File: src/rtl/fass_pkg.sv
// Shared types, constants and helper functions for the flap ADC synthesizer.
package fass_pkg;

  localparam int ROW_DEPTH_DEF = 512;
  localparam int MAX_CHG_DEF   = 8;
  localparam int DETENTS       = 4;
  localparam int NUM_DET_REGS  = 4;

  localparam int ANG_W     = 8;
  localparam int PAY_W     = 32;
  localparam int POT_W     = 16;
  localparam int DET_W     = 24;
  localparam int DCNT_W    = 3;
  localparam int HW_W      = 9;
  localparam int D_W       = 10;
  localparam int T_W       = 12;
  localparam int TICK_W    = 32;
  localparam int CFG_IDX_W = 3;
  localparam int CFG_DAT_W = 24;

  // shared multiplier and serial divider widths
  localparam int MA_W  = 30;
  localparam int MB_W  = 16;
  localparam int MP_W  = 46;
  localparam int DVD_W = 48;
  localparam int DVS_W = 31;
  localparam int Q_W   = 16;

  localparam int Q_DEPTH = 2;
  localparam int QP_W    = 1;

  localparam logic [HW_W-1:0] HALF_WIN_RST = 9'd100;

  typedef enum logic [CFG_IDX_W-1:0] {
    REG_DET0     = 3'd0,
    REG_DET1     = 3'd1,
    REG_DET2     = 3'd2,
    REG_DET3     = 3'd3,
    REG_DET_CNT  = 3'd4,
    REG_HALF_WIN = 3'd5,
    REG_RAW_MODE = 3'd6
  } reg_idx_t;

  typedef struct packed {
    logic [NUM_DET_REGS-1:0][DET_W-1:0] det;
    logic [DCNT_W-1:0]                  det_cnt;
    logic [HW_W-1:0]                    half;
    logic                               raw;
  } cfg_t;

  typedef enum logic [1:0] {
    K_ROW,
    K_RAW,
    K_DRAIN
  } kind_t;

  typedef struct packed {
    kind_t             kind;
    logic [ANG_W-1:0]  angle;
    logic [PAY_W-1:0]  payload;
    logic              present;
    logic [POT_W-1:0]  adc;
    logic [POT_W-1:0]  pot;
  } item_t;

  typedef struct packed {
    logic full;
    logic empty;
  } qstat_t;

  // first matching detent wins; no match gives zero
  function automatic logic [POT_W-1:0] pot_for(input logic [ANG_W-1:0] angle,
                                               input cfg_t cfg);
    logic [DCNT_W-1:0] n;
    logic [POT_W-1:0]  res;
    n   = (cfg.det_cnt > DCNT_W'(DETENTS)) ? DCNT_W'(DETENTS) : cfg.det_cnt;
    res = '0;
    for (int i = NUM_DET_REGS - 1; i >= 0; i--) begin
      if ((DCNT_W'(i) < n) && (cfg.det[i][DET_W-1:POT_W] == angle)) begin
        res = cfg.det[i][POT_W-1:0];
      end
    end
    return res;
  endfunction

  function automatic logic [HW_W-1:0] eff_half(input cfg_t cfg);
    return (cfg.half == '0) ? HW_W'(1) : cfg.half;
  endfunction

endpackage

File: src/rtl/fass_queue.sv
// Two-entry queue between the front end and the back end.
module fass_queue import fass_pkg::*; (
  input  logic   clk,
  input  logic   rst_n,
  input  logic   push,
  input  item_t  push_item,
  input  logic   pop,
  output item_t  head,
  output qstat_t stat
);

  item_t           slot_r [Q_DEPTH];
  logic [QP_W-1:0] wp_r;
  logic [QP_W-1:0] rp_r;
  logic [QP_W:0]   cnt_r;
  logic            do_push;
  logic            do_pop;

  assign stat.full  = (cnt_r == (QP_W+1)'(Q_DEPTH));
  assign stat.empty = (cnt_r == '0);
  assign do_push    = push && !stat.full;
  assign do_pop     = pop && !stat.empty;
  assign head       = slot_r[rp_r];

  always_ff @(posedge clk) begin
    if (!rst_n) begin
      wp_r  <= '0;
      rp_r  <= '0;
      cnt_r <= '0;
    end else begin
      if (do_push) wp_r <= wp_r + QP_W'(1);
      if (do_pop)  rp_r <= rp_r + QP_W'(1);
      case ({do_push, do_pop})
        2'b10:   cnt_r <= cnt_r + (QP_W+1)'(1);
        2'b01:   cnt_r <= cnt_r - (QP_W+1)'(1);
        default: ;
      endcase
    end
  end

  always_ff @(posedge clk) begin
    if (do_push) slot_r[wp_r] <= push_item;
  end

endmodule

File: config.mk
export PLATFORM = sky130hd
export DESIGN_NAME = fass_queue
export DESIGN_NICKNAME = d
export VERILOG_FILES = /design/src/rtl/fass_pkg.sv /design/src/rtl/fass_queue.sv
export SDC_FILE = /design/constraint.sdc
export NUM_CORES = 1
export LEC_CHECK = 0
export BUFFER_PORTS_ARGS = -buffer_cell sky130_fd_sc_hd__buf_2
export CORE_MARGIN = 2
export CORE_UTILIZATION = 56
export DETAILED_ROUTE_END_ITERATION = 8
export PLACE_DENSITY = 0.94
export SETUP_SLACK_MARGIN = 0.02
export SYNTH_ARGS = -nofsm -noshare
export SYNTH_HDL_FRONTEND = slang
export SYNTH_SLANG_ARGS = --single-unit
File: constraint.sdc
create_clock -name clk -period 6.85 [get_ports clk]
set_input_delay 0.685 -clock clk [delete_from_list [all_inputs] [get_ports clk]]
set_output_delay 0.685 -clock clk [all_outputs]
set_load 0.02 [all_outputs]
# == Word level (Yosys, flattened, before mapping) ==
# Memory sizes are Yosys's and may differ from the RTL's. A register that Yosys moved wholly into a read port is not among the register bits.
# Cells that the tools add are included.
# W data, S select, Z words.
# totals
ramBits,150
rom_bits,0
register_bits,4
out_inout_bits,77
memories,1
latchBits,0
# classes
reduce_logical,6
eq_ne,3
shifts,0
mux,5
addsub,4
div,0
n_lt_le_gt_ge,0
n_bitwise,0
mul,0
# memory_table
memory,depth,width,read_ports,rd_ports_with_merged_regs,wr,line,source
slot_r,2,75,1,1,1,fass_queue.sv:12,item_t slot_r [Q_DEPTH];
# ops
cell,count
$eq A2 B2 Y1 const B,2
$mux W1,4
$pmux W2 S2,1
$add A1 B1 Y1 const B,2
$add A2 B1 Y2 const B,1
$eq A2 B1 Y1 const B,1
$logic_and A1 B1 Y1,2
$logic_not A1 Y1,2
$logic_not A2 Y1,1
$reduce_bool A2 Y1,1
$sub A2 B1 Y2 const B,1

# == Longest topological paths before layout ==
# depth
word_depth,5
depth_mapped,6
depth_no_buf,6

# == Worst setup path after synthesis ==
# Ideal clock, no wire load.
# synth_path
path_kind,input to register
startpoint,input push
endpoint,memory slot_r[0][0] (netlist bit) (enable)
setup_time_ps,429
t_required_ps,6421
path_slack_ps,3879
cell_stages,3
arrival_ps,2542
cell_sequence,inv_1 or3_1 inv_1
# synth_via
elab_chain_len,3
# synth_rtl
element,line,source
from (decl),fass_queue.sv:5,"input logic push,"
$logic_and A1 B1 Y1,fass_queue.sv:21,assign do_push = push && !stat.full;
$mux W1,fass_queue.sv:42,if (do_push) slot_r[wp_r] <= push_item;
$mux W1 (not written as such),fass_queue.sv:42,
to (decl),fass_queue.sv:12,
# No other way between the ends.

==> reports/metrics.csv <==
metric,value,unit
crit_buf_inv,1,
arrival,2130,ps
syn_inst,259,
rsz0062_at_grt,false,
path_delay_family,flip-flops,
firstDrtPassIters,4,
synthToLayoutAreaGrowth,26.5,%
die_h,104,microns
core,9770,sq um
slew_headroom,31.1,%
clk_pin_slew,60,ps
grt_overflow,0,
final_nets,506,
slowest_delay,1000,ps
final_cell_count_no_fill,572,
crit_type,flop to output pin,
synth_cell_types,18,
ant_nets,0,
antenna_found_initial,0,
cts_root_buf,clkbuf_8,
antenna_cells,0,
grt_util_met2,33.1,%
crit_path_start_kind,flop,
cts_sinks,155,
hp-class,primary input to flop,
finalInstanceArea,7120,sq um
syn-cell-area,5630,sq um
htree_num_levels,4,
drive_gt1_share,59.7,%
cp.depth,2,
cp-end-kind,output pin,
cp_max_fo,75,
grt_use_met1,21.4,%
outcome,"finished, final reports clean",
tns,0,ps
grt_busiest_layer,met2,
start_util,57.6,%
post-route-period-util,41.0,%
drcViolationCount,0,
grtUsageTotal,18.8,%
postCtsSetupRepairBufs,0,
seq_area,4610,sq um
numPortBuffers,155,
post-route-util,72.8,%
cts_hold_buf,0,
vias,2929,
peakVddDrop,0.000243,V
yosysWarnings,0,
wl,9.75,mm
via_per_inst,5.12,
p_leak,2.65,nW
grt_pass1_vias,3194,
reg2reg_depth,5,
syn_avg_cell_area,21.7,sq um
tritoncts,built,
worst_slew_pin_slew,1030,ps
dpl-instance-area,6550,sq um
io_pins,156,
path_cells,mux2_2 -> buf_2,
die_area,10900,sq um
grt_pass1_wl,15.4,mm
synth_fp_nets,339,
num-fill-cells,590,
hpwl,6.05,mm
drt_iter0_drc,172,
fmax,356,MHz
finalWeightedCongestion,0.699,
gr-usage-met3,6.70,%
critPathRequiredTime,6160,ps
period_needed,2810,ps
cts_buffer_depth,2,
routedWlPerCell,17.0,microns
drv_cap,0,
synth-seq-area-share,81.9,%
cts_resized,0,
critPathSlowestCell,dfxtp_4,
row_count,36,
numCtsBuffers,17,
maxSlewViolCount,0,
insertion_delay,500,ps
fin_skew,7.36,ps
hold_violations,0,
die_w,104,microns
placed_cells,540,
min_path_cells,1,
final-setup-viol-count,0,
multiInputGateArea,975,sq um
whs,363,ps
power.density,408,nW/um^2
grt_max_degree,76,
ys_ff_latch,155,
==> stage by stage <==
stage	setup slack (ps)	power (mW)
after floorplan	3880	1.81
after global placement	4420	2.02
after detailed placement	4350	2.04
after CTS	4000	2.93
after global routing	3920	3.02
final	4040	2.91
==> sequential cells by signal, summed over array words and instances, names as in the netlist, named ones only <==
register	flops
cnt_r	2
rp_r	1
wp_r	1
slot_r	150
==> worst paths after layout <==
kind	startpoint	end	slack, ps
worst max-delay path	flop	head[33]	4040
worst min-delay path	push_item[0]	slot_r[1][0]$_DFFE_PP_	360
worst max register to register	cnt_r[0]$_SDFFE_PN0P_	slot_r[0][26]$_DFFE_PP_	4580
worst min register to register	cnt_r[1]$_SDFFE_PN0P_	cnt_r[1]$_SDFFE_PN0P_	530
==> cell usage after synthesis, drive strengths merged <==
library cell,n,area (sq um)
ha,1,12.5
a21boi,2,15.0
and3,1,6.26
mux2,75,845
o21ai,2,10.0
inv,3,11.3
edfxtp,150,4500
buf,8,40.0
nand2,1,3.75
and2,1,6.26
nor2b,2,12.5
nor2,1,3.75
dfxtp,5,100
nand2b,1,8.76
o21a,1,7.51
xnor2,3,26.3
or3,2,12.5
==> layout make-up <==
type | count | share of cell area, %
Clock inverter | 13 | 2.13
Multi-Input combinational cell | 93 | 13.7
Inverter | 3 | 0.176
Sequential cell | 155 | 64.7
Clock buffer | 19 | 5.92
Timing Repair Buffer | 156 | 11.0
Tap cell | 133 | 2.34
==> power by group <==
part | switching, mW | internal, mW | leakage (nW)
clock | 0.336 | 0.549 | 0.260
combinational | 0.411 | 0.310 | 0.948
sequential | 0.0991 | 1.20 | 1.45
total | 0.847 | 2.06 | 2.65
==> cell families (layout without fill, tap and decap cells) <==
kind of cell	count (synthesis)	after routing	share of synthesized area, %
xor+xnor	3	3	0.467
compound gates	5	5	0.578
buf+inv	11	191	0.912
simple gates	9	9	0.956
fa+ha+maj	1	1	0.222
flops	155	155	81.9
mux	75	75	15.0
==> per-layer routing <==
metal	vias to the layer above	share of wire, %
li1	1352	-
met1	1454	39
met3	10	5.5
met2	113	54
met4	0	1.3
met5	-	0
==> worst register-to-register path: cells and delay by family (launching register included) <==
family	cells	cell delay, ps
buffers and inverters	3	900
DFF	1	420
and+or+nand+nor	2	550
==> cell usage in the layout, fill, tap and decap left out, drive strengths merged <==
cell / n
buf: 156
edfxtp: 150
mux2: 75
clkbuf: 19
clkinv: 6
clkinvlp: 5
dfxtp: 5
xnor2: 3
bufinv: 3
nor2b: 2
or3: 2
o21ai: 2
a21boi: 2
inv: 2
o21a: 1
nor2: 1
nand2b: 1
nand2: 1
and3: 1
and2: 1
ha: 1
No activity file was read; power rests on OpenSTA's default activity.
