--- config.mk ---
export PLATFORM = sky130hd
export DESIGN_NAME = fass_front
export DESIGN_NICKNAME = d
export VERILOG_FILES = /design/src/rtl/fass_pkg.sv /design/src/rtl/fass_front.sv
export SDC_FILE = /design/constraint.sdc
export NUM_CORES = 1
export LEC_CHECK = 0
export ABC_AREA = 1
export BUFFER_PORTS_ARGS = -buffer_cell sky130_fd_sc_hd__buf_2
export CAP_MARGIN = 20
export CORE_MARGIN = 2
export CORE_UTILIZATION = 40
export DETAILED_ROUTE_END_ITERATION = 12
export GPL_ROUTABILITY_DRIVEN = 0
export PLACE_DENSITY = 0.71
export SYNTH_ARGS = -nofsm -noshare
export SYNTH_HDL_FRONTEND = slang
export SYNTH_SLANG_ARGS = --single-unit
--- constraint.sdc ---
create_clock -name clk -period 3.48 [get_ports clk]
set_input_delay 0.522 -clock clk [delete_from_list [all_inputs] [get_ports clk]]
set_output_delay 0.522 -clock clk [all_outputs]
set_load 0.01 [all_outputs]
--- src/rtl/fass_pkg.sv ---
// Shared types, constants and helper functions for the flap ADC synthesizer.
package fass_pkg;

  localparam int ROW_DEPTH_DEF = 512;
  localparam int MAX_CHG_DEF   = 8;
  localparam int DETENTS       = 4;
  localparam int NUM_DET_REGS  = 4;

  localparam int ANG_W     = 8;
  localparam int PAY_W     = 32;
  localparam int POT_W     = 16;
  localparam int DET_W     = 24;
  localparam int DCNT_W    = 3;
  localparam int HW_W      = 9;
  localparam int D_W       = 10;
  localparam int T_W       = 12;
  localparam int TICK_W    = 32;
  localparam int CFG_IDX_W = 3;
  localparam int CFG_DAT_W = 24;

  // shared multiplier and serial divider widths
  localparam int MA_W  = 30;
  localparam int MB_W  = 16;
  localparam int MP_W  = 46;
  localparam int DVD_W = 48;
  localparam int DVS_W = 31;
  localparam int Q_W   = 16;

  localparam int Q_DEPTH = 2;
  localparam int QP_W    = 1;

  localparam logic [HW_W-1:0] HALF_WIN_RST = 9'd100;

  typedef enum logic [CFG_IDX_W-1:0] {
    REG_DET0     = 3'd0,
    REG_DET1     = 3'd1,
    REG_DET2     = 3'd2,
    REG_DET3     = 3'd3,
    REG_DET_CNT  = 3'd4,
    REG_HALF_WIN = 3'd5,
    REG_RAW_MODE = 3'd6
  } reg_idx_t;

  typedef struct packed {
    logic [NUM_DET_REGS-1:0][DET_W-1:0] det;
    logic [DCNT_W-1:0]                  det_cnt;
    logic [HW_W-1:0]                    half;
    logic                               raw;
  } cfg_t;

  typedef enum logic [1:0] {
    K_ROW,
    K_RAW,
    K_DRAIN
  } kind_t;

  typedef struct packed {
    kind_t             kind;
    logic [ANG_W-1:0]  angle;
    logic [PAY_W-1:0]  payload;
    logic              present;
    logic [POT_W-1:0]  adc;
    logic [POT_W-1:0]  pot;
  } item_t;

  typedef struct packed {
    logic full;
    logic empty;
  } qstat_t;

  // first matching detent wins; no match gives zero
  function automatic logic [POT_W-1:0] pot_for(input logic [ANG_W-1:0] angle,
                                               input cfg_t cfg);
    logic [DCNT_W-1:0] n;
    logic [POT_W-1:0]  res;
    n   = (cfg.det_cnt > DCNT_W'(DETENTS)) ? DCNT_W'(DETENTS) : cfg.det_cnt;
    res = '0;
    for (int i = NUM_DET_REGS - 1; i >= 0; i--) begin
      if ((DCNT_W'(i) < n) && (cfg.det[i][DET_W-1:POT_W] == angle)) begin
        res = cfg.det[i][POT_W-1:0];
      end
    end
    return res;
  endfunction

  function automatic logic [HW_W-1:0] eff_half(input cfg_t cfg);
    return (cfg.half == '0) ? HW_W'(1) : cfg.half;
  endfunction

endpackage

--- src/rtl/fass_front.sv ---
// Front end: configuration registers, input acceptance and item classification.
module fass_front import fass_pkg::*; (
  input  logic                 clk,
  input  logic                 rst_n,
  input  logic                 in_valid,
  output logic                 in_ready,
  input  logic                 in_func,
  input  logic [ANG_W-1:0]     in_flap_deg,
  input  logic [PAY_W-1:0]     in_payload,
  input  logic                 in_raw_adc_present,
  input  logic [POT_W-1:0]     in_raw_adc,
  input  logic                 cfg_valid,
  output logic                 cfg_ready,
  input  logic [CFG_IDX_W-1:0] cfg_index,
  input  logic [CFG_DAT_W-1:0] cfg_data,
  input  qstat_t               q_stat,
  output logic                 q_push,
  output item_t                q_item,
  output cfg_t                 cfg
);

  cfg_t cfg_r;

  assign cfg_ready = 1'b1;
  assign cfg       = cfg_r;

  always_ff @(posedge clk) begin
    if (!rst_n) begin
      cfg_r.det     <= '0;
      cfg_r.det_cnt <= '0;
      cfg_r.half    <= HALF_WIN_RST;
      cfg_r.raw     <= 1'b0;
    end else if (cfg_valid) begin
      case (reg_idx_t'(cfg_index))
        REG_DET0:     cfg_r.det[0]  <= cfg_data;
        REG_DET1:     cfg_r.det[1]  <= cfg_data;
        REG_DET2:     cfg_r.det[2]  <= cfg_data;
        REG_DET3:     cfg_r.det[3]  <= cfg_data;
        REG_DET_CNT:  cfg_r.det_cnt <= cfg_data[DCNT_W-1:0];
        REG_HALF_WIN: cfg_r.half    <= cfg_data[HW_W-1:0];
        REG_RAW_MODE: cfg_r.raw     <= cfg_data[0];
        default: ;
      endcase
    end
  end

  assign in_ready = !q_stat.full;
  // a drain in raw mode is taken and dropped here
  assign q_push   = in_valid && in_ready && !(in_func && cfg_r.raw);

  always_comb begin
    q_item.kind    = in_func ? K_DRAIN : (cfg_r.raw ? K_RAW : K_ROW);
    q_item.angle   = in_flap_deg;
    q_item.payload = in_payload;
    q_item.present = in_raw_adc_present;
    q_item.adc     = in_raw_adc_present ? in_raw_adc : '0;
    q_item.pot     = pot_for(in_flap_deg, cfg_r);
  end

endmodule

# Yosys cells after proc, flatten, opt, wreduce, memory -nomap -nowiden
# Cells that the tools add are included.
# totals
ff_bits	109
latch_bits	0
ramBits	0
romBits	0
inputBits	91
output_inout_bits	187
wordCells	47
memories	0
# classes
add_sub_neg	0
n_mul	0
div	0
n_lt_le_gt_ge	5
n_eq_ne	10
n_shift	0
n_mux	8
n_bitwise	0
n_reduce_logical	17
# op_table
cell	n
$mux 16	5
$eq 8x8->1	4
$reduce_and 2->1	7
$eq 3x3->1 const B	3
$logic_and 1x1->1	7
$eq 3x2->1 const B	2
$lt 1x3->1 const A	2
$lt 2x3->1 const A	2
$eq 3x1->1 const B	1
$gt 3x3->1 const B	1
$logic_not 3->1	1
$mux 3	1
$logic_not 1->1	2
$mux 2	1
$mux 1	1

# Logic depth before layout (Yosys ltp)
# Gate-level depths: netlist (run 1).
# logic_depth
word_depth	8
ltp_mapped	13
mapped_depth_nobuf	12

# Least setup slack after synthesis (run 1)
# No wires, ideal clock.
# synth_timing
path_type	input-to-output
start	input in_flap_deg[4]
end	output q_item[10] in the netlist's numbering
arrival_time_ns	1.526
t_required_ns	2.958
setup_slack_ns	1.432
path_stages	13
path_buffers	2
path_cell_list	buf_6 nand2_1 nand2_1 clkinv_1 nand2_1 nor2_4 buf_4 nand4_1 nand2_1 inv_2 nand2_1 nand2_1 nand2_1
# synth_rtl
item	line_no	rtl
start, declared	fass_front.sv:8	input logic [ANG_W-1:0] in_flap_deg,
end, declared	fass_front.sv:18	output item_t q_item,

==> results of run 1 <==
metrics by stage:
| stage | total power (W) | cells | cell area [um^2] | worst slack, ns | hold slack [ns] |
|---|---|---|---|---|---|
| after CTS | 0.002766 | 1162 | 6709 | 0.4416 | 0.4461 |
| after global routing | 0.002859 | 1162 | 6709 | 0.2784 | 0.4524 |
| after detailed placement | 0.001679 | 1146 | 6389 | 0.7346 | 0.4426 |
| final | 0.002757 | 1162 | 6709 | 0.4349 | 0.4583 |
| after global placement | 0.001675 | 1146 | 6389 | 0.7278 | 0.4430 |
| after floorplan | 0.001565 | 834 | 5620 | 1.432 | 0.4912 |
synthesized netlist by cell type (3+ instances only):
master	n
clkbuf_1	24
dfxtp_1	109
inv_1	52
o21ai_0	109
nor2_1	233
inv_2	13
nand3_1	11
nand2_1	135
a21oi_1	14
xor2_1	5
nor2_2	6
nand3_2	12
nand4_1	19
buf_2	9
buf_6	6
nor2_4	3
buf_4	46
xnor2_1	9
o21ai_1	4
clkinv_1	3
kinds of logic (layout without fill, tap and decap cells):
logic type / after synthesis / after routing / synth area share [%]
AOI/OAI and AO/OA: 130 / 130 / 11.75
xor gates and xnor gates: 14 / 14 / 2.182
and+or+nand+nor: 425 / 425 / 32.44
DFF: 109 / 109 / 38.82
buffers and inverters: 155 / 303 / 14.74
other: 1 / 1 / 0.06672
power breakdown:
part | total, W | switching, W | internal, W
Clock | 0.00111 | 0.000485 | 0.000621
Combinational | 0.000325 | 0.000212 | 0.000113
Sequential | 0.00133 | 0.0000356 | 0.00129
how the worst max path moves through the flow:
stage                         from         end
floorplan           in_flap_deg[4]  q_item[10]
global placement    in_flap_deg[5]   q_item[3]
detailed placement  in_flap_deg[5]   q_item[3]
CTS                        cfg[12]   q_item[3]
global route               cfg[12]   q_item[1]
finish                     cfg[12]   q_item[3]
layout by cell type (no fill, tap or decap), types with 2 or more instances in the layout:
| cell type | Yosys | final |
|---|---|---|
| buf_2 | 9 | 211 |
| nand2_1 | 135 | 135 |
| a21oi_1 | 14 | 14 |
| nand3_1 | 11 | 11 |
| inv_2 | 13 | 13 |
| clkbuf_8 | 0 | 3 |
| nor2_2 | 6 | 6 |
| clkinv_1 | 3 | 3 |
| dfxtp_1 | 109 | 109 |
| clkinvlp_4 | 0 | 2 |
| nand3_2 | 12 | 12 |
| buf_4 | 46 | 8 |
| nor2_1 | 233 | 233 |
| clkbuf_16 | 0 | 9 |
| nand4_1 | 19 | 19 |
| xnor2_1 | 9 | 9 |
| o21ai_1 | 4 | 4 |
| inv_1 | 52 | 52 |
| nor2_4 | 3 | 3 |
| xor2_1 | 5 | 5 |
| o21ai_0 | 109 | 109 |
final cells by class:
cell class / instances / area (um^2) / area share, %
Tap cell: 180 / 225.2 / 3.357
Timing Repair Buffer: 219 / 1116 / 16.64
Multi-Input combinational cell: 570 / 2610 / 38.90
Clock buffer: 12 / 266.5 / 3.972
Inverter: 68 / 255.2 / 3.805
Sequential cell: 109 / 2182 / 32.53
Clock inverter: 4 / 53.80 / 0.8019
layer usage:
layer | part of all wire (%) | track usage, %
met4 | 2.1 | 7.759
met2 | 46 | 37.05
met1 | 43 | 33.20
met5 | 0 | 0
met3 | 9.2 | 4.600
worst max-delay path: cells and delay by family, from the launching register on:
family	cells	cell delay (ns)
buffers and inverters	1	0.14
DFF	1	0.47
and+or+nand+nor	9	1.56
==> results.md, run 1 <==
* Global route overflow at 0
* Most used cell, CP: nand2_1
* Hold_buf cts at 0
* Crit-path max FO at 17
* Largest net degree at the start of global routing at 42
* Clock tree sinks at 109
* Final nets at 1068
* Clk_skew at 0 ns
* Pre-antenna DRT Iters at 6
* WL final at between 15000 and 20000 um
* Die ar. at 15010 um^2
* Vias at 5752
* HP Start: cfg_data[16]
* Initial antenna violation count at 0
* Ys Warns at 0
* Least-Margin Pin Slew at between 0.9 and 1 ns
* Vias in the first global route at between 4000 and 5000
* Hold Crit Depth at 3
* Crit path largest cell delay at 0.47 ns
* FFs w/ async S/R, synth at 0%
* Max FFs per register at 109
* Root buffer cell: clkbuf_16
* Drc violations at 0
* Status: complete, no violations
* Routed WL per cell at approximately 16 um
* CP Capture Type: output pin
* Max frequency at 0.3284 GHz
* Syn Inst Count at 834
* Worst Hold End: cfg[29]
* Num CTS Buffers at 9
* Synthesized Nets at ~930
* Synth-to-Final Area Change at 19.37%
* Worst Setup Start Kind: flop
* Critical Path AT at 2.52 ns
* Worst hold path class: in2reg
* DRT iter0 DRCs at 460
* Clk slew on worst S/H paths at 0.07 ns
* Fillers at 1416
* Setup TNS at 0 ns
* Crit path max-delay cell type: dfxtp_1
* Final critical-path required period at 3.045 ns
* R2R Path End: cfg[12]
* Post-synth EDFFs at 0
* Sequential cell area fraction in the yosys report at 38.82%
* Distinct cells, synth at 32
* CTS tree: built
* Worst VDD drop at 0.1862 mV
* Maxcap violations at 0
* Post-CTS sizing at 0
* Final setup violation count at 0
* HPWL Detailed at about 13000 um
* Via density per instance at 4.950
* Num rows at 43
* RR Startpoint: cfg[12]
* Die Width at 122.5 um
* Period utilization at 87.50%
* Input/output buffers at between 200 and 250
* Syn Std Cell Area at 5620 um^2
* Cell breakdown of the critical path: nor2_1, nor2_1, nand2_1, nor2_4, nand3_4, nand3_1, nand2_1, nand2_1, nand2_1, buf_2
* PD cells at 410.9 nW/um^2
* CTS H-tree lvls at 3
* Chip height at approximately 120 um
* Final Hold Fails at 0
* Critical path type: reg2out
* Critical Path RT at between 2 and 3 ns
* Synth Register Bits at 109
* Static leakage at 3.716 nW
* Top_reg_cell synth: dfxtp_1
* Synth top area share at between 30% and 40%
* Largest area contributor in the netlist: dfxtp_1
* Antenna Cells at 0
* Max-slew headroom at 34.26%
* Later-pin clock latency in the skew report at 0.35 ns
* Top cells by area, synth: dfxtp_1, nor2_1, o21ai_0, nand2_1, buf_4
* R2r setup slk at 2.71 ns
* Core ar. at 13830 um^2
* Final core occ at 48.52%
* RSZ-0062 raised after global routing: false
* Share of cells above drive strength 1 at 28.11%
* Initial core utilization at 40.65%
* Max Root-Sink Buffers at 2
* Postcts setup bufs at 0
* Total GRT Usage at 23.83%
* Syn avg cell area at ~6.7 um^2
* IO Pins at 278
* Worst r2r path cells at 2
* Final ANT Viol Nets at 0
* First-pass GRT wire length at 27310 um
* Max Slew Vio Count at 0
Note: power is estimated with default switching activity, not from simulation.
==> inputs of run 2 (changes only) <==
--- a/config.mk
+++ b/config.mk
@@ -9,10 +9,10 @@
 export BUFFER_PORTS_ARGS = -buffer_cell sky130_fd_sc_hd__buf_2
 export CAP_MARGIN = 20
 export CORE_MARGIN = 2
-export CORE_UTILIZATION = 40
+export CORE_UTILIZATION = 50
 export DETAILED_ROUTE_END_ITERATION = 12
 export GPL_ROUTABILITY_DRIVEN = 0
-export PLACE_DENSITY = 0.71
+export PLACE_DENSITY = 0.86
 export SYNTH_ARGS = -nofsm -noshare
 export SYNTH_HDL_FRONTEND = slang
 export SYNTH_SLANG_ARGS = --single-unit
==> run 2 against run 1 <==
  * First-iteration DRC count grew 16%
  * Critical path depth unchanged
  * Utilization increased by 11 points
  * Global-route usage rose by 4.2 points
  * Final cell count down 3.5%
  * Clock skew did not move
  * Count of clock-buffer cells in the layout is 2 lower
  * Flip-flop and latch count is the same
  * Sequential share of layout area increased by 0.91 points
  * Routed wire length is 6.8% lower
  * Final area down 2.7%
  * Critical path type unchanged
  * Critical endpoint is now q_item[4]
  * Largest cell class unchanged
==> results.md, run 2 (synthesis results as in run 1) <==
* Root buffer cell: clkbuf_8
* Comb pwr share at 13.7% (+1.9 points)
* Least-Margin Pin Slew at 0.8664 ns (-0.1186 ns)
* Max Root-Sink Buffers at 2 (unchanged)
* Period utilization at 87.42% (-0.088 points)
* Die ar. at 12100 um^2 (-19%)
* Routed WL per cell at 15.35 um (-3.4%)
* Num CTS Buffers at 9 (unchanged)
* Postcts setup bufs at 0 (unchanged)
* Crit path largest cell delay at 0.47 ns (about the same)
* CTS H-tree lvls at 3 (unchanged)
* Sw frac at 28.91% (+2.3 points)
* Final hold slack at 0.4412 ns (-0.01715 ns)
* Synth-to-Final Area Change at 16.12%
* First-pass GRT wire length at 26300 um (-3.7%)
* Hold_buf cts at 0 (unchanged)
* Final ANT Viol Nets at 0 (unchanged)
* Setup TNS at 0 ns (unchanged)
* Final nets at 1068 (unchanged)
* Pwr Total at 0.002368 W (-14%)
* Worst VDD drop at 0.1783 mV (-4.3%)
* RSZ-0062 raised after global routing: false
* IO Pins at 278 (unchanged)
* Post-CTS sizing at 0 (unchanged)
* CP Capture Type: output pin
* Clk slew on worst S/H paths at 0.11 ns (+0.04 ns)
* Crit-path max FO at 17 (unchanged)
* Global route overflow at 0 (unchanged)
* Vias at 5806 (+0.94%)
* Commonest cells after routing, fill and taps aside: nor2_1, buf_2, nand2_1, o21ai_0, dfxtp_1
* Critical Path RT at 2.96 ns (about the same)
* Design area at 6526 um^2 (-2.7%)
* Worst hold path class: in2reg
* CTS tree: built
* Most used cell, CP: nand2_1
* Vias in the first global route at 5037 (+5.6%)
* Most common cell after layout, fill and taps aside: nor2_1
* Clock tree sinks at 109 (unchanged)
* Max Slew Vio Count at 0 (unchanged)
* Cell breakdown of the critical path: nor2_1, nor2_1, nand2_1, nor2_4, nand3_4, nand3_1, nand2_1, nand2_1, nand2_1, buf_2
* Num rows at 38 (-12%)
* Area after DPL at 6351 um^2 (-0.59%)
* Drc violations at 0 (unchanged)
* Input/output buffers at 211 (unchanged)
* HPWL Detailed at 12490 um (-7.3%)
* Final critical-path required period at 3.042 ns (-0.003063 ns)
* Worst Setup Start Kind: flop
* Max FFs per register at 109 (unchanged)
* PD cells at 362.8 nW/um^2 (-12%)
* Largest net degree at the start of global routing at 64 (+52%)
* Reg power frac at 56.0% (+7.9 points)
* Clk_skew at 0 ns (unchanged)
* Via density per instance at 5.179 (+4.6%)
* Static leakage at 3.652 nW (-1.7%)
* Critical Path AT at 2.52 ns (about the same)
* Switching power at 0.0006845 W (-6.5%)
* Chip height at 110.0 um (-10%)
* DRT iter0 DRCs at 533 (+16%)
* Crit path max-delay cell type: dfxtp_1
* Later-pin clock latency in the skew report at 0.36 ns (about the same)
* WL final at 17200 um (-6.8%)
* Critical path type: reg2out
* Final Hold Fails at 0 (unchanged)
* Status: complete, no violations
* Initial antenna violation count at 0 (unchanged)
* Final setup violation count at 0 (unchanged)
* Pre-antenna DRT Iters at 6 (unchanged)
* Max frequency at 0.3287 GHz (+0.10%)
* Internal Pwr Total at 0.001683 W (-17%)
* Max-slew headroom at 42.18% (+7.9 points)
* Total GRT Usage at 28.00% (+4.2 points)
* Initial core utilization at 51.62% (+11 points)
* Antenna Cells at 0 (unchanged)
* Core ar. at 10890 um^2 (-21%)
* Maxcap violations at 0 (unchanged)
* Die Width at 110.0 um (-10%)
* Clock share of power at 30.3% (-9.8 points)
* Fillers at 1035 (-27%)
* Share of cells above drive strength 1 at 28.03% (-0.073 points)
run 2: metal layers:
layer / track usage [%] / vias to the layer above / wire length (um)
met1: 38.18 / 2582 / 6935
met2: 44.13 / 341 / 7927
met5: 0 / - / 0
li1: - / 2847 / -
met4: 10.49 / 0 / 454
met3: 5.115 / 36 / 1888
run 2: path summary, 6_finish.rpt:
kind | start | end | slack, ns | cells after the start
setup reg to reg | cfg[0] | cfg[0] | 2.75 | 3
hold reg to reg | cfg[7] | cfg[7] | 0.47 | 2
hold / removal | cfg_data[16] | cfg[101] | 0.44 | 3
setup / recovery | cfg[12] | q_item[4] | 0.44 | 10
run 2: through the flow:
stage               setup WS (ns)  instances  util [%]
finish                     0.4379       1121     59.94
global route               0.2789       1121     59.94
CTS                        0.4934       1121     59.94
detailed placement         0.8114       1106     58.33
global placement           0.8035       1106     58.33
floorplan                   1.432        834         -
run 2: final cells by class:
type                    instances  area [um^2]  share of cell area, %
repair buffers                219         1129                  17.29
multi-input cells             570         2610                  39.99
clock buffers                  10        137.6                  2.109
flip-flops and latches        109         2182                  33.44
clock inverters                 5        37.54                 0.5752
inverters                      68        255.2                  3.911
well taps                     140        175.2                  2.684
run 2: power by group through the flow:
stage	Sequential [W]	Clock [W]	Combinational, W
2_1_floorplan	0.00137	0	0.000196
3_3_place_gp	0.00135	0	0.000316
3_5_place_dp	0.00135	0	0.000320
4_1_cts	0.00132	0.000723	0.000322
5_1_grt	0.00133	0.000774	0.000360
6_report	0.00133	0.000718	0.000324
run 2: worst max-delay path, delay by kind of cell (launching register included):
family / cells / cell delay, ns
buf+inv: 1 / 0.14
simple gates: 9 / 1.55
flops: 1 / 0.47
==> inputs of run 3 (changes only) <==
--- a/config.mk
+++ b/config.mk
@@ -8,11 +8,10 @@
 export ABC_AREA = 1
 export BUFFER_PORTS_ARGS = -buffer_cell sky130_fd_sc_hd__buf_2
 export CAP_MARGIN = 20
-export CORE_MARGIN = 2
 export CORE_UTILIZATION = 50
 export DETAILED_ROUTE_END_ITERATION = 12
 export GPL_ROUTABILITY_DRIVEN = 0
-export PLACE_DENSITY = 0.86
+export PLACE_DENSITY = 0.84
 export SYNTH_ARGS = -nofsm -noshare
 export SYNTH_HDL_FRONTEND = slang
 export SYNTH_SLANG_ARGS = --single-unit
==> run 3 against run 2 <==
  * Fmax decreased by 0.25%
  * Setup slack got worse by 0.0075 ns
  * Power increased by 3.7%
  * Combinational power about the same
  * Non-clock buffer count decreased by 1
  * Utilization increased by 0.20 points
  * First-iteration DRC count decreased by 4.1%
  * Critical endpoint is now q_item[0]
  * Largest cell class unchanged
  * Highest routed layer unchanged
==> results.md, run 3 (synthesis results as in run 1) <==
* Status: complete, no violations
* Postcts setup bufs at 0 (unchanged)
* Global route overflow at 0 (unchanged)
* Sw frac at 28.81% (-0.098 points)
* WL final at 16940 um (-1.6%)
* CTS H-tree lvls at 3 (unchanged)
* CTS tree: built
* Critical path type: reg2out
* Post-CTS sizing at 0 (unchanged)
* Worst Setup Start Kind: flop
* Clock share of power at 32.8% (+2.5 points)
* Pre-antenna DRT Iters at 5 (-1)
* DRT iter0 DRCs at 511 (-4.1%)
* Later-pin clock latency in the skew report at 0.36 ns (about the same)
* CP Capture Type: output pin
* Share of cells above drive strength 1 at 28.03% (unchanged)
* Max-slew headroom at 41.08% (-1.1 points)
* Synth-to-Final Area Change at 16.50%
* Die Width at 108.0 um (-1.8%)
* Period utilization at 87.63% (+0.21 points)
* Worst VDD drop at 0.2024 mV (+14%)
* Setup TNS at 0 ns (unchanged)
* Static leakage at 3.661 nW (+0.23%)
* Max frequency at 0.3279 GHz (-0.25%)
* Initial core utilization at 51.62% (unchanged)
* Core ar. at 10890 um^2 (unchanged)
* Max FFs per register at 109 (unchanged)
* Clk_skew at 0 ns (unchanged)
* Total GRT Usage at 28.46% (+0.46 points)
* Fillers at 1026 (-0.87%)
* Most used cell, CP: nand2_1
* Critical Path AT at 2.53 ns (about the same)
* Cell breakdown of the critical path: nor2_1, nor2_1, nand2_1, nor2_4, nand3_4, nand3_1, nand2_1, nand2_1, nand2_1, buf_2
* Die ar. at 11670 um^2 (-3.6%)
* Root buffer cell: clkbuf_8
* Final nets at 1067 (-0.094%)
* Worst hold path class: in2reg
* Vias in the first global route at 4988 (-0.97%)
* Antenna Cells at 0 (unchanged)
* Crit-path max FO at 17 (unchanged)
* Maxcap violations at 0 (unchanged)
* Final setup violation count at 0 (unchanged)
* Switching power at 0.0007074 W (+3.3%)
* Max Root-Sink Buffers at 2 (unchanged)
* Comb pwr share at 13.2% (-0.5 points)
* PD cells at 375.0 nW/um^2 (+3.3%)
* Vias at 5804 (-0.034%)
* Commonest cells after routing, fill and taps aside: nor2_1, buf_2, nand2_1, o21ai_0, dfxtp_1
* Least-Margin Pin Slew at 0.8828 ns (+0.01643 ns)
* Chip height at 108.0 um (-1.8%)
* Max Slew Vio Count at 0 (unchanged)
* RSZ-0062 raised after global routing: false
* Multi-input logic area at 2610 um^2 (unchanged)
* Initial antenna violation count at 0 (unchanged)
* Drc violations at 0 (unchanged)
* Final critical-path required period at 3.050 ns (+0.007480 ns)
* Crit path max-delay cell type: dfxtp_1
* Clk slew on worst S/H paths at 0.11 ns (about the same)
* Clock tree sinks at 109 (unchanged)
* Internal Pwr Total at 0.001748 W (+3.8%)
* Routed WL per cell at 15.11 um (-1.6%)
* Largest net degree at the start of global routing at 66 (+3.1%)
* First-pass GRT wire length at 25790 um (-1.9%)
* Critical Path RT at 2.96 ns (about the same)
* HPWL Detailed at 12330 um (-1.3%)
* Input/output buffers at 211 (unchanged)
* Crit path largest cell delay at 0.48 ns (about the same)
* Reg power frac at 54.0% (-2.0 points)
* Final ANT Viol Nets at 0 (unchanged)
* Final Hold Fails at 0 (unchanged)
* Num CTS Buffers at 9 (unchanged)
* IO Pins at 278 (unchanged)
* Most common cell after layout, fill and taps aside: nor2_1
* Num rows at 38 (unchanged)
* Hold_buf cts at 0 (unchanged)
* Via density per instance at 5.178 (about the same)
* Register area at 2182 um^2 (unchanged)
* Pwr Total at 0.002455 W (+3.7%)
==> run 3: changes by cell type in the layout (fill, tap and decap cells not counted) <==
cell,before,now
buf_4,7,6
bufinv_16,0,1
clkbuf_8,10,9
clkinv_2,1,0
clkinv_4,2,1
inv_6,0,3
==> run 3: power by group through the flow <==
stage	Clock, W	Combinational, W	Sequential, W
6_report	0.000806	0.000323	0.00133
5_1_grt	0.000863	0.000356	0.00133
3_5_place_dp	0	0.000318	0.00135
2_1_floorplan	0	0.000196	0.00137
3_3_place_gp	0	0.000315	0.00135
4_1_cts	0.000809	0.000320	0.00132
==> run 3: area by class of cell <==
type	instances	area share (%)
clock buffers	9	1.892
clock inverters	7	1.223
repair buffers	218	17.12
flip-flops and latches	109	33.33
well taps	140	2.675
multi-input cells	570	39.86
inverters	68	3.898
==> run 3: final timing paths <==
kind / cells after the start / startpoint / slack [ns] / to
hold reg to reg: 2 / cfg[3] / 0.47 / cfg[3]
setup / recovery: 10 / cfg[12] / 0.43 / q_item[0]
hold / removal: 3 / cfg_data[16] / 0.44 / cfg[101]
setup reg to reg: 2 / cfg[12] / 2.73 / cfg[12]
==> run 3: layer usage <==
metal	part of all wire, %	wire length [um]	global-route usage, %	up-vias
li1	-	-	-	2850
met1	40	6794	37.80	2581
met2	46	7796	43.99	328
met3	10	1756	5.606	45
met4	3.5	588	13.99	0
met5	0	0	0	-
==> run 3: worst max-delay path, delay by kind of cell (launching register included) <==
family                 cells  cell delay (ns)
DFF                        1             0.48
and+or+nand+nor            9             1.54
buffers and inverters      1             0.14
==> run 3: per-stage QoR <==
step	area, um^2	util (%)	setup slack, ns	hold WS (ns)	cells
2_1_floorplan	5620	-	1.432	0.4912	834
3_3_place_gp	6344	58.26	0.7998	0.4440	1105
3_5_place_dp	6344	58.26	0.8000	0.4457	1105
4_1_cts	6548	60.14	0.4944	0.4279	1121
5_1_grt	6548	60.14	0.1801	0.4509	1121
6_report	6548	60.14	0.4304	0.4448	1121
